--- src/rtl/core/midi_event_router_with_cc_learn_unit_macros.svh ---
// ----------------------------------------------------------------------------
// MIDI event router assertion macros
// Shared concurrent assertion forms, compiled out with NO_ASSERTIONS
// ----------------------------------------------------------------------------
`ifndef MIDI_EVENT_ROUTER_WITH_CC_LEARN_UNIT_MACROS_SVH
`define MIDI_EVENT_ROUTER_WITH_CC_LEARN_UNIT_MACROS_SVH

`ifndef NO_ASSERTIONS

// condition implies consequence in the same cycle
`define MERC_ASSERT_IMPLIES(label, clk, rst_n, ante, cons) \
    label: assert property (@(posedge clk) disable iff (!rst_n) (ante) |-> (cons)) \
        else $error("merc assertion failed");

// condition implies consequence in the next cycle
`define MERC_ASSERT_NEXT(label, clk, rst_n, ante, cons) \
    label: assert property (@(posedge clk) disable iff (!rst_n) (ante) |=> (cons)) \
        else $error("merc assertion failed");

`else

`define MERC_ASSERT_IMPLIES(label, clk, rst_n, ante, cons)
`define MERC_ASSERT_NEXT(label, clk, rst_n, ante, cons)

`endif

`endif

--- src/rtl/core/merc_pkg.sv ---
// ----------------------------------------------------------------------------
// MIDI event router package
// Request and result types, action codes and MIDI constants
// ----------------------------------------------------------------------------
`default_nettype none

package merc_pkg;

    // request kinds
    localparam logic CMD_EVENT = 1'b0;
    localparam logic CMD_LEARN = 1'b1;

    // event byte counts that carry a message
    localparam logic [7:0] BC_TWO   = 8'd2;
    localparam logic [7:0] BC_THREE = 8'd3;

    // status bytes
    localparam logic [7:0] ST_NOTE_ON_LO  = 8'h90;
    localparam logic [7:0] ST_NOTE_ON_HI  = 8'h9F;
    localparam logic [7:0] ST_NOTE_OFF_LO = 8'h80;
    localparam logic [7:0] ST_NOTE_OFF_HI = 8'h8F;
    localparam logic [7:0] ST_CC_CH1      = 8'hB0;

    // controller numbers and thresholds
    localparam logic [6:0] CC_SUSTAIN        = 7'h40;
    localparam logic [7:0] SUSTAIN_THRESHOLD = 8'd63;
    localparam logic [6:0] LOWEST_NOTE_RESET = 7'd21;

    typedef enum logic [2:0] {
        ACT_NONE       = 3'd0,
        ACT_NOTE_START = 3'd1,
        ACT_NOTE_STOP  = 3'd2,
        ACT_PARAM_SET  = 3'd3,
        ACT_SUSTAIN    = 3'd4,
        ACT_LEARNED    = 3'd5
    } action_t;

    typedef struct packed {
        logic       cmd;
        logic [7:0] byte_count;
        logic [7:0] msg_byte0;
        logic [7:0] msg_byte1;
        logic [7:0] msg_byte2;
        logic       learn_on;
        logic [6:0] learn_controller;
    } merc_evt_t;

    typedef struct packed {
        action_t    action;
        logic [6:0] note_number;
        logic [7:0] velocity;
        logic [6:0] target_controller;
        logic [7:0] param_value;
        logic       sustain_on;
        logic [6:0] dropped_controller;
        logic [6:0] learned_cc;
    } merc_res_t;

endpackage

`default_nettype wire

--- src/rtl/core/midi_event_router_with_cc_learn_unit.sv ---
// ----------------------------------------------------------------------------
// MIDI event router with CC learn
// Decodes MIDI events under running status, routes notes, sustain and bound
// control changes, and learns controller to CC bindings
// ----------------------------------------------------------------------------
// Each request yields exactly one result from the result register, and
// a new request is taken every cycle while the result side keeps up. A request
// is accepted into a decode stage together with a read of both binding tables
// (CC to controller and controller to CC, one synchronous read port each); the
// decode stage resolves the request, writes back at most one entry of each
// table and loads the result register. A write and the next request's read of
// the same entry in the same cycle are forwarded inside the table. Per-entry
// valid bits clear both tables at reset, so no clearing pass is needed.
// lowest_note may be written only while no request is in flight.
`default_nettype none

`include "midi_event_router_with_cc_learn_unit_macros.svh"

module midi_event_router_with_cc_learn_unit #(
    parameter int NUM_CONTROLLERS = 64
) (
    input  wire                 clk,
    input  wire                 rst_n,
    // event and learn requests
    input  wire                 evt_valid,
    output logic                evt_stall,
    input  merc_pkg::merc_evt_t evt,
    // results
    output logic                res_valid,
    input  wire                 res_stall,
    output merc_pkg::merc_res_t res,
    // lowest_note register write
    input  wire                 cfg_valid,
    output logic                cfg_ready,
    input  wire  [6:0]          cfg_data
);

    import merc_pkg::*;

    localparam int         CW  = (NUM_CONTROLLERS > 1) ? $clog2(NUM_CONTROLLERS) : 1;
    localparam logic [6:0] NC7 = 7'(NUM_CONTROLLERS);

    // pipeline control
    logic      evt_acc;
    logic      s1_adv;
    logic      s1_valid_reg;
    logic      s1_valid_next;
    merc_evt_t s1_item_reg;
    logic      res_valid_reg;
    logic      res_valid_next;
    merc_res_t res_reg;
    merc_res_t res_calc;

    // architectural state
    logic [6:0]                 lowest_note_reg;
    logic [7:0]                 rs_reg;
    logic [7:0]                 rs_next;
    logic                       learn_active_reg;
    logic                       learn_active_next;
    logic [6:0]                 learn_target_reg;
    logic [6:0]                 learn_target_next;
    logic [127:0]               own_valid_reg;
    logic [127:0]               own_valid_next;
    logic [NUM_CONTROLLERS-1:0] ctl_valid_reg;
    logic [NUM_CONTROLLERS-1:0] ctl_valid_next;

    // binding tables
    logic [6:0] own_mem [128];
    logic [6:0] ctl_mem [NUM_CONTROLLERS];
    logic [6:0] own_rd_reg;
    logic [6:0] ctl_rd_reg;
    logic [6:0] own_rd_addr;
    logic [CW-1:0] ctl_rd_addr;

    // decode stage signals
    logic          learn_op;
    logic [7:0]    status;
    logic [7:0]    note;
    logic [7:0]    velo;
    logic          note_ok;
    logic [6:0]    s1_cc;
    logic          learning;
    logic [CW-1:0] t_idx;
    logic [6:0]    old_owner;
    logic          old_ok;
    logic [CW-1:0] old_idx;
    logic          oldkey_ok;

    // handshake
    assign s1_adv    = s1_valid_reg && (!res_valid_reg || !res_stall);
    assign evt_stall = s1_valid_reg && !s1_adv;
    assign evt_acc   = evt_valid && !evt_stall;
    assign cfg_ready = 1'b1;
    assign res_valid = res_valid_reg;
    assign res       = res_reg;

    assign s1_valid_next  = evt_acc ? 1'b1 : (s1_adv ? 1'b0 : s1_valid_reg);
    assign res_valid_next = s1_adv ? 1'b1 : (res_stall ? res_valid_reg : 1'b0);

    // table lookups for the decode stage
    assign s1_cc     = s1_item_reg.msg_byte1[6:0];
    assign learning  = learn_active_reg && (learn_target_reg != 7'd0)
                       && (learn_target_reg <= NC7);
    assign t_idx     = CW'(learn_target_reg - 7'd1);
    assign old_owner = own_valid_reg[s1_cc] ? own_rd_reg : 7'd0;
    assign old_ok    = (old_owner != 7'd0) && (old_owner <= NC7);
    assign old_idx   = CW'(old_owner - 7'd1);
    assign oldkey_ok = learning && ctl_valid_reg[t_idx];

    // read addresses for the request being accepted
    assign own_rd_addr = evt.msg_byte1[6:0];
    assign ctl_rd_addr = CW'(learn_target_next - 7'd1);

    // message fields under running status
    always_comb
    begin
        status = rs_reg;
        note   = s1_item_reg.msg_byte0;
        velo   = s1_item_reg.msg_byte1;
        if (s1_item_reg.byte_count == BC_THREE)
        begin
            status = s1_item_reg.msg_byte0;
            note   = s1_item_reg.msg_byte1;
            velo   = s1_item_reg.msg_byte2;
        end
    end

    assign note_ok = !note[7] && (note[6:0] >= lowest_note_reg);

    // decode, result and next state
    always_comb
    begin
        res_calc          = '0;
        rs_next           = rs_reg;
        learn_active_next = learn_active_reg;
        learn_target_next = learn_target_reg;
        learn_op          = 1'b0;
        if (s1_item_reg.cmd == CMD_LEARN)
        begin
            if (s1_item_reg.learn_on || (s1_item_reg.learn_controller == learn_target_reg))
            begin
                learn_active_next = s1_item_reg.learn_on;
                learn_target_next = s1_item_reg.learn_controller;
            end
        end
        else
        begin
            case (s1_item_reg.byte_count)
                BC_THREE: rs_next = s1_item_reg.msg_byte0;
                BC_TWO:   rs_next = rs_reg;
                default:  rs_next = 8'd0;
            endcase
            if ((s1_item_reg.byte_count == BC_THREE) || (s1_item_reg.byte_count == BC_TWO))
            begin
                if ((status >= ST_NOTE_ON_LO) && (status <= ST_NOTE_ON_HI))
                begin
                    if (note_ok)
                    begin
                        res_calc.note_number = note[6:0];
                        if (velo != 8'd0)
                        begin
                            res_calc.action   = ACT_NOTE_START;
                            res_calc.velocity = velo;
                        end
                        else
                        begin
                            res_calc.action = ACT_NOTE_STOP;
                        end
                    end
                end
                else if ((status >= ST_NOTE_OFF_LO) && (status <= ST_NOTE_OFF_HI))
                begin
                    if (note_ok)
                    begin
                        res_calc.action      = ACT_NOTE_STOP;
                        res_calc.note_number = note[6:0];
                    end
                end
                else if ((s1_item_reg.byte_count == BC_THREE)
                         && (s1_item_reg.msg_byte0 == ST_CC_CH1)
                         && !s1_item_reg.msg_byte1[7])
                begin
                    if (learning)
                    begin
                        learn_op                    = 1'b1;
                        res_calc.action             = ACT_LEARNED;
                        res_calc.target_controller  = learn_target_reg;
                        res_calc.learned_cc         = s1_cc;
                        if (old_ok && (old_owner != learn_target_reg))
                        begin
                            res_calc.dropped_controller = old_owner;
                        end
                        learn_active_next = 1'b0;
                        learn_target_next = 7'd0;
                    end
                    else if (old_ok)
                    begin
                        res_calc.action            = ACT_PARAM_SET;
                        res_calc.target_controller = old_owner;
                        res_calc.param_value       = s1_item_reg.msg_byte2;
                    end
                    else if (s1_cc == CC_SUSTAIN)
                    begin
                        res_calc.action     = ACT_SUSTAIN;
                        res_calc.sustain_on = (s1_item_reg.msg_byte2 > SUSTAIN_THRESHOLD)
                                              && !s1_item_reg.msg_byte2[7];
                    end
                end
            end
        end
        // hold state unless the request leaves the decode stage
        if (!s1_adv)
        begin
            rs_next           = rs_reg;
            learn_active_next = learn_active_reg;
            learn_target_next = learn_target_reg;
            learn_op          = 1'b0;
        end
    end

    // binding valid bits: drop old pairs, then mark the new pair
    always_comb
    begin
        own_valid_next = own_valid_reg;
        ctl_valid_next = ctl_valid_reg;
        if (learn_op)
        begin
            if (oldkey_ok)
            begin
                own_valid_next[ctl_rd_reg] = 1'b0;
            end
            if (old_ok)
            begin
                ctl_valid_next[old_idx] = 1'b0;
            end
            own_valid_next[s1_cc] = (s1_cc != 7'd0);
            ctl_valid_next[t_idx] = (s1_cc != 7'd0);
        end
    end

    // cc to controller table with write forwarding
    always_ff @(posedge clk)
    begin
        if (learn_op)
        begin
            own_mem[s1_cc] <= learn_target_reg;
        end
        if (evt_acc)
        begin
            if (learn_op && (s1_cc == own_rd_addr))
            begin
                own_rd_reg <= learn_target_reg;
            end
            else
            begin
                own_rd_reg <= own_mem[own_rd_addr];
            end
        end
    end

    // controller to cc table with write forwarding
    always_ff @(posedge clk)
    begin
        if (learn_op)
        begin
            ctl_mem[t_idx] <= s1_cc;
        end
        if (evt_acc)
        begin
            if (learn_op && (t_idx == ctl_rd_addr))
            begin
                ctl_rd_reg <= s1_cc;
            end
            else
            begin
                ctl_rd_reg <= ctl_mem[ctl_rd_addr];
            end
        end
    end

    // request and result payload
    always_ff @(posedge clk)
    begin
        if (evt_acc)
        begin
            s1_item_reg <= evt;
        end
        if (s1_adv)
        begin
            res_reg <= res_calc;
        end
    end

    // control and architectural state
    always_ff @(posedge clk or negedge rst_n)
    begin
        if (!rst_n)
        begin
            s1_valid_reg     <= 1'b0;
            res_valid_reg    <= 1'b0;
            lowest_note_reg  <= LOWEST_NOTE_RESET;
            rs_reg           <= 8'd0;
            learn_active_reg <= 1'b0;
            learn_target_reg <= 7'd0;
            own_valid_reg    <= '0;
            ctl_valid_reg    <= '0;
        end
        else
        begin
            s1_valid_reg     <= s1_valid_next;
            res_valid_reg    <= res_valid_next;
            rs_reg           <= rs_next;
            learn_active_reg <= learn_active_next;
            learn_target_reg <= learn_target_next;
            own_valid_reg    <= own_valid_next;
            ctl_valid_reg    <= ctl_valid_next;
            if (cfg_valid && cfg_ready)
            begin
                lowest_note_reg <= cfg_data;
            end
        end
    end

    // a learned binding ends learn mode
    `MERC_ASSERT_NEXT(a_learn_ends, clk, rst_n, learn_op, !learn_active_reg && (learn_target_reg == 7'd0))
    // a nonzero learned cc is bound right after
    `MERC_ASSERT_NEXT(a_bind_set, clk, rst_n, learn_op && (s1_cc != 7'd0), own_valid_reg[$past(s1_cc)])
    // a new result only comes from the decode stage
    `MERC_ASSERT_IMPLIES(a_res_source, clk, rst_n, $rose(res_valid_reg), $past(s1_adv))

endmodule

`default_nettype wire
--- config.mk ---
export PLATFORM = sky130hd
export DESIGN_NAME = midi_event_router_with_cc_learn_unit
export DESIGN_NICKNAME = d
export VERILOG_FILES = /design/src/rtl/core/merc_pkg.sv /design/src/rtl/core/midi_event_router_with_cc_learn_unit.sv
export VERILOG_INCLUDE_DIRS = /design/src /design/src/rtl/core
export SDC_FILE = /design/constraint.sdc
export NUM_CORES = 2
export LEC_CHECK = 0
export BUFFER_PORTS_ARGS = -buffer_cell sky130_fd_sc_hd__buf_2
export CORE_MARGIN = 10
export CORE_UTILIZATION = 45
export CTS_CLUSTER_DIAMETER = 50
export DETAILED_ROUTE_END_ITERATION = 10
export SYNTH_ARGS = -nofsm -noshare
export SYNTH_HDL_FRONTEND = slang
export SYNTH_SLANG_ARGS = --single-unit
--- constraint.sdc ---
create_clock -name clk -period 9.21 [get_ports clk]
set_input_delay 0.4605 -clock clk [delete_from_list [all_inputs] [get_ports clk]]
set_output_delay 0.4605 -clock clk [all_outputs]
set_load 0.05 [all_outputs]
== After elaboration in Yosys (flattened, before gate mapping) ==
Memory sizes are Yosys's and may differ from the RTL's. A register that Yosys moved wholly into a read port is not among the register bits.
Index checks and enable logic that the tools add are counted.
Storage, ports and cells
  flip-flop bits (word level): 306
  memory bits (writable): 1344
  input bits: 53
  logic and storage cells: 178
  memories kept: 2
Operators by class
  $add $sub $neg: 3
  $lt $le $gt $ge: 16
  equality and inequality tests: 10
  multiplexer cells: 64
  bitwise gates (word level): 15
  reductions and logical operators: 45
Memories
  own_mem: words 128, bits a word 7, rd ports 1, clocked after Yosys merged registers in 1, wr ports 1, line midi_event_router_with_cc_learn_unit.sv:68  | logic [6:0] own_mem [128];
  ctl_mem: words 64, bits a word 7, rd ports 1, clocked after Yosys merged registers in 1, wr ports 1, line midi_event_router_with_cc_learn_unit.sv:69  | logic [6:0] ctl_mem [NUM_CONTROLLERS];
Operators by type and width (count)
  2-to-1 mux 128 bit: 2
  bitwise AND 128 bit: 1
  bitwise mux 128 bit: 1
  2-to-1 mux 64 bit: 2
  inverter 128 bit: 1
  2-to-1 mux 7 bit: 11
  bitwise AND 64 bit: 1
  bitwise mux 64 bit: 1
  inverter 64 bit: 1
  2-to-1 mux 8 bit: 4
  2-to-1 mux 1 bit: 26
  nonzero test 7 bit: 3
  logical AND 1 bit: 18
  2-to-1 mux 18 bit: 1
  subtractor 6 x 1 -> 6 bit (second input constant): 3
  == test 8 x 2 -> 1 bit (second input constant): 2
  greater-or-equal comparator 8 bit (second input constant): 2
  <= comparator 8 bit (second input constant): 2
  less-than comparator 7 x 8 -> 1 bit (second input constant): 2
  case mux 8 bit (2 select lines): 1
  2-to-1 mux 15 bit: 1
  2-to-1 mux 3 bit: 5
  demux 1 bit (select 7 bit): 2
  greater-or-equal comparator 7 x 1 -> 1 bit (second input constant): 2
  29 further kinds: 58

== Longest topological paths before layout ==
  depth in word-level cells: 13
  depth in mapped cells: 23
  mapped depth without buffers: 16

== Worst setup path before layout ==
No wires, ideal clock.
  kind: reg-to-reg
  from: reg learn_target_reg[0]
  to: reg ctl_rd_reg[3], read port of ctl_mem, data pin
  arrival time: 6666 ps
  required time: 9062 ps
  slack: 2395 ps
  stages on the path, launching flop included: 24
  clock period less this slack: 6815 ps
  path through: dfrtp_1 clkbuf_1 clkinv_1 ha_1 or3b_2 o21ai_1 a2111oi_2 o221ai_1 inv_2 buf_2 buf_4 buf_2 ha_1 clkbuf_1 clkbuf_1 clkbuf_1 clkbuf_1 nand2_1 a211oi_1 nor3_1 nor4_1 o22a_1 a211oi_1 mux2i_1
Between the ends
  longest elaborated chain between the ends: 11
RTL lines
  start, declared: line midi_event_router_with_cc_learn_unit.sv:60  | logic [6:0] learn_target_reg;
  start signal, assigned: line midi_event_router_with_cc_learn_unit.sv:314  | learn_target_reg <= learn_target_next;
  branches (longest 9 deep; another with <= comparator 7 bit)
  2-to-1 mux 7 bit (*): line midi_event_router_with_cc_learn_unit.sv:212  | if (!s1_adv)
  net learn_target_next[0]: line midi_event_router_with_cc_learn_unit.sv:61  | logic [6:0] learn_target_next;
  subtractor 6 x 1 -> 6 bit (*): line midi_event_router_with_cc_learn_unit.sv:112  | assign ctl_rd_addr = CW'(learn_target_next - 7'd1);
  end, declared: line midi_event_router_with_cc_learn_unit.sv:71  | logic [6:0] ctl_rd_reg;
Mark *: on every way through the listed nets, which the timed path passes.
A chain may end at the register's enable or synchronous reset.

== Final worst setup path ==
Same ends and word-level chain as after synthesis.

==> flow_summary_export.csv <==
group,metric,value,unit
worst_setup_path,crit_buf_inv,3,
layout,seq_area,48800,um2
global_routing,grt_max_degree,135,
worst_setup_path,path_delay_family,"compound AO/OA/AOI/OAI gates",
sta,whs,53.6,ps
sta,clock.fmax,133,MHz
worst_setup_path,cp-startpoint,"learn_target_reg[0]$_DFF_PN0_",
clocking,clock_path_buffers,3,
synth,syn-num-nets,4158,
routing,drtIter0Drc,4532,
clocking,post_cts_buffers,0,
power_and_ir_drop,p_leak,25.8,nW
layout,drive_above_1_share,20.9,%
clocking,cts_made_buffers,180,
sta,min_period,7540,ps
run_status,status,"finished, final reports clean",
synth,netlist_area,69000,um2
worst_setup_path,critPathCaptureType,"flip-flop",
placed_design,dpl_cell_area,71700,um2
layout,area_growth,13.3,%
layout,largest_reg_flops,896,
routing,first_pass_iters,8,
synth,ys_seq_elements,1660,
hold_path,holdCritPathClass,"in2reg",
clocking,cts_root_buf,"clkbuf_16",
synth,synth-edff-count,1447,
run,max_cap_viol_count,0,
floorplanning,fp-row-count,143,
layout,fillers,12200,
worst_setup_path,reg2reg_to,"ctl_rd_reg[3]$_DFFE_PP_",
power_and_ir_drop,power_density,240,nW/um2
worst_setup_path,critical_path.endpoint,"ctl_rd_reg[3]$_DFFE_PP_",
synth,synth.yosys.seq_area_share,70.7,%
global_routing,grt_pass1_vias,38600,
layout,multi_input_area,19100,um2
sta,worst_clock_skew,27.1,ps
power_and_ir_drop,ir_drop,0.000255,V
global_routing,antenna_found_initial,5,
worst_setup_path,startpoint_type,"flip-flop",
worst_setup_path,critPathMaxFanout,114,
synth,yosys_warnings,0,
synth,avgSynthCellArea,16.9,um2
worst_setup_path,crit_top_cell,"o21ai_1",
placed_design,gp_congestion,0.867,
routing,drt-vias-per-instance,6.07,
worst_setup_path,cpMaxStageDelayCell,"dfrtp_4",
floorplanning,dieArea,169000,um2
worst_setup_path,r2r_start,"learn_target_reg[0]$_DFF_PN0_",
synth,synthFlopType,"edfxtp_1",
synth,ys_types,80,
clocking,h-tree-depth,4,
routing,drc,0,
sta,rsz0062_at_grt,"false",
global_routing,grt-ovfl-total,0,
sta,finalCritPeriodShare,81.9,%
sta,setup_tns,0,ps
worst_setup_path,ff2ff_setup_slack,1670,ps
routing,wirelength,182000,um
sta,final_max_slew_viol_count,0,
worst_setup_path,cp.required,9850,ps
worst_setup_path,critPathMaxStageDelay,930,ps
worst_setup_path,arrival,8180,ps
clocking,cts_tree,"built",
synth,asyncSetResetFlopFracSynth,12.8,%
worst_setup_path,reg2regPathDepth,15,
sta,tightest_slew,1320,ps
floorplanning,die_x,412,um
routing,drtAntennaViolNets,0,
worst_setup_path,cp.depth,15,
sta,finalHoldViolCount,0,
floorplanning,ios,104,
global_routing,grt_first_pass_wirelength,268000,um
placed_design,portBuffers,102,
sta,maxSlewHeadroom,11.8,%
sta,finalSetupViolations,0,
worst_setup_path,path_class,"reg2reg",
synth,syn_inst,4095,
floorplanning,start_util,45.3,%
routing,via_count,38900,
global_routing,track_usage,21.2,%
layout,stdcell_area,78200,um2
layout,fin_nets,4291,
floorplanning,fp.dieH,412,um
worst_setup_path,path_cells,"clkinv_1 -> ha_1 -> or3b_2 -> o21ai_1 -> a2111oi_2 -> o221ai_1 -> buf_4 -> inv_6 -> ha_4 -> o21ai_1 -> nand2_1 -> o211ai_1 -> o22ai_1 -> a211oi_1 -> mux2i_1",
clocking,cts.sinks,1660,
clocking,clock_latency,810,ps
clocking,cts-resized-gates,0,
placed_design,hpwl,111000,um
clocking,path_clk_slew,60,ps
routing,wl_per_cell,28.4,um
floorplanning,core_area,152000,um2
-- cells by family (layout without fill, tap and decap cells) --
| logic type | Yosys count | in the layout | synth area share, % |
|---|---|---|---|
| flip-flops | 1660 | 1660 | 70.7 |
| AND/OR/NAND/NOR | 890 | 890 | 6.10 |
| AO/OA/AOI/OAI | 655 | 655 | 5.77 |
| multiplexers | 528 | 528 | 15.0 |
| buffers and inverters | 310 | 592 | 1.77 |
| XOR/XNOR | 41 | 41 | 0.531 |
| adder cells (fa/ha/maj) | 10 | 10 | 0.181 |
| other | 1 | 5 | 0.00543 |
-- per-stage QoR --
stage | worst slack (ps) | total power, mW | instances | utilization, %
global placement | 1990 | 11.6 | 6023 | 47.1
floorplan | 2400 | 10.6 | 4095 | -
detailed placement | 1760 | 11.7 | 6023 | 47.1
CTS | 1730 | 18.8 | 6407 | 51.4
global route | 1140 | 19.3 | 6408 | 51.4
finish | 1670 | 18.7 | 6411 | 51.4
-- worst register-to-register path: cells and delay by family, from the launching register on --
kind                       cells  cell delay, ps
AOI/OAI and AO/OA              7            2600
adders and majority gates      2            1360
buffers and inverters          3            1280
and+or+nand+nor                2            1020
DFF                            1             930
muxes                          1             170
-- Yosys cell counts, drive strengths merged (4+ instances only) --
master,number,area (um2)
edfxtp,1447,43500
nor3,78,390
o22ai,28,175
clkbuf,197,739
a31oi,6,37.5
mux2,19,214
xnor2,24,210
buf,74,339
or2,9,56.3
a21o,7,52.6
nor2b,24,150
a2111oi,8,76.3
or3,13,81.3
o31ai,5,37.5
nor3b,4,35.0
nand2,274,1030
or4,4,33.8
mux2i,107,1070
nor2,249,935
a22o,6,52.6
a311oi,10,87.6
nand2b,127,795
xor2,17,156
nor4,19,134
nand3,30,150
or3b,7,61.3
mux4,402,9050
ha,10,125
o211ai,21,158
a21oi,19,95.1
inv,37,139
and3,17,106
a211oi,70,526
o21ai,374,1870
o22a,7,61.3
a22oi,64,480
nand4,20,125
and2,8,50.1
dfrtp,210,5260
-- layout by cell type, fill, tap and decap left out, types with 16 or more instances in the layout --
master,synthesis,final
a211oi_1,70,68
mux2i_1,107,106
nor2b_1,24,24
mux2_2,19,19
nand2_1,274,267
xnor2_1,24,23
buf_4,2,65
nand3_1,30,29
a21oi_1,19,19
o22ai_1,28,28
inv_1,34,34
and3_1,17,17
o211ai_1,21,21
clkbuf_16,0,185
dlygate4sd3_1,0,53
clkinv_2,0,19
buf_2,19,98
dfrtp_1,210,203
o21ai_0,359,359
nor4_1,18,18
nor2_1,249,249
nand2b_1,127,127
nand4_1,20,20
clkinv_1,2,22
clkbuf_1,197,40
a22oi_1,64,64
mux4_2,402,402
edfxtp_1,1447,1447
clkbuf_8,0,16
nor3_1,78,77
-- repair_timing --
item | in CTS | in global routing
hold endpoints to repair | 126 | 0
hold buffers | 53 | 0
setup endpoints to repair | 0 | 0
-- cell type report --
type / instances / area share [%]
Clock inverter: 90 / 1.21
Tap cell: 2030 / 3.25
Sequential cell: 1660 / 62.4
Clock buffer: 241 / 6.39
Inverter: 39 / 0.194
Timing Repair Buffer: 222 / 2.06
Multi-Input combinational cell: 2125 / 24.5
Antenna cell: 4 / 0.0128
-- power by group --
part,switching [mW],internal [mW]
clock,2.99,4.20
combinational,1.81,0.977
sequential,0.222,8.52
total,5.03,13.7
-- worst min-delay path by stage --
stage,start,end,slack [ps],cells past startpoint
after global placement,rs_reg[5]$_DFFE_PN0P_,rs_reg[5]$_DFFE_PN0P_,470,2
after global routing,cfg_valid,lowest_note_reg[3]$_DFFE_PN0P_,70,3
after detailed placement,rs_reg[5]$_DFFE_PN0P_,rs_reg[5]$_DFFE_PN0P_,480,2
after floorplan,rst_n,ctl_valid_reg[0]$_DFFE_PN0P_,160,0
after CTS,cfg_valid,lowest_note_reg[3]$_DFFE_PN0P_,5,3
final,cfg_valid,lowest_note_reg[3]$_DFFE_PN0P_,50,3
-- routing by layer --
layer / global-route usage (%) / vias up / wire length [um]
met5: 0 / - / 10
met4: 6.15 / 2 / 4690
met3: 4.17 / 284 / 14600
met2: 32.3 / 1697 / 83900
met1: 31.0 / 20400 / 78600
li1: - / 16500 / -
Power figures use the tool's default switching activity.
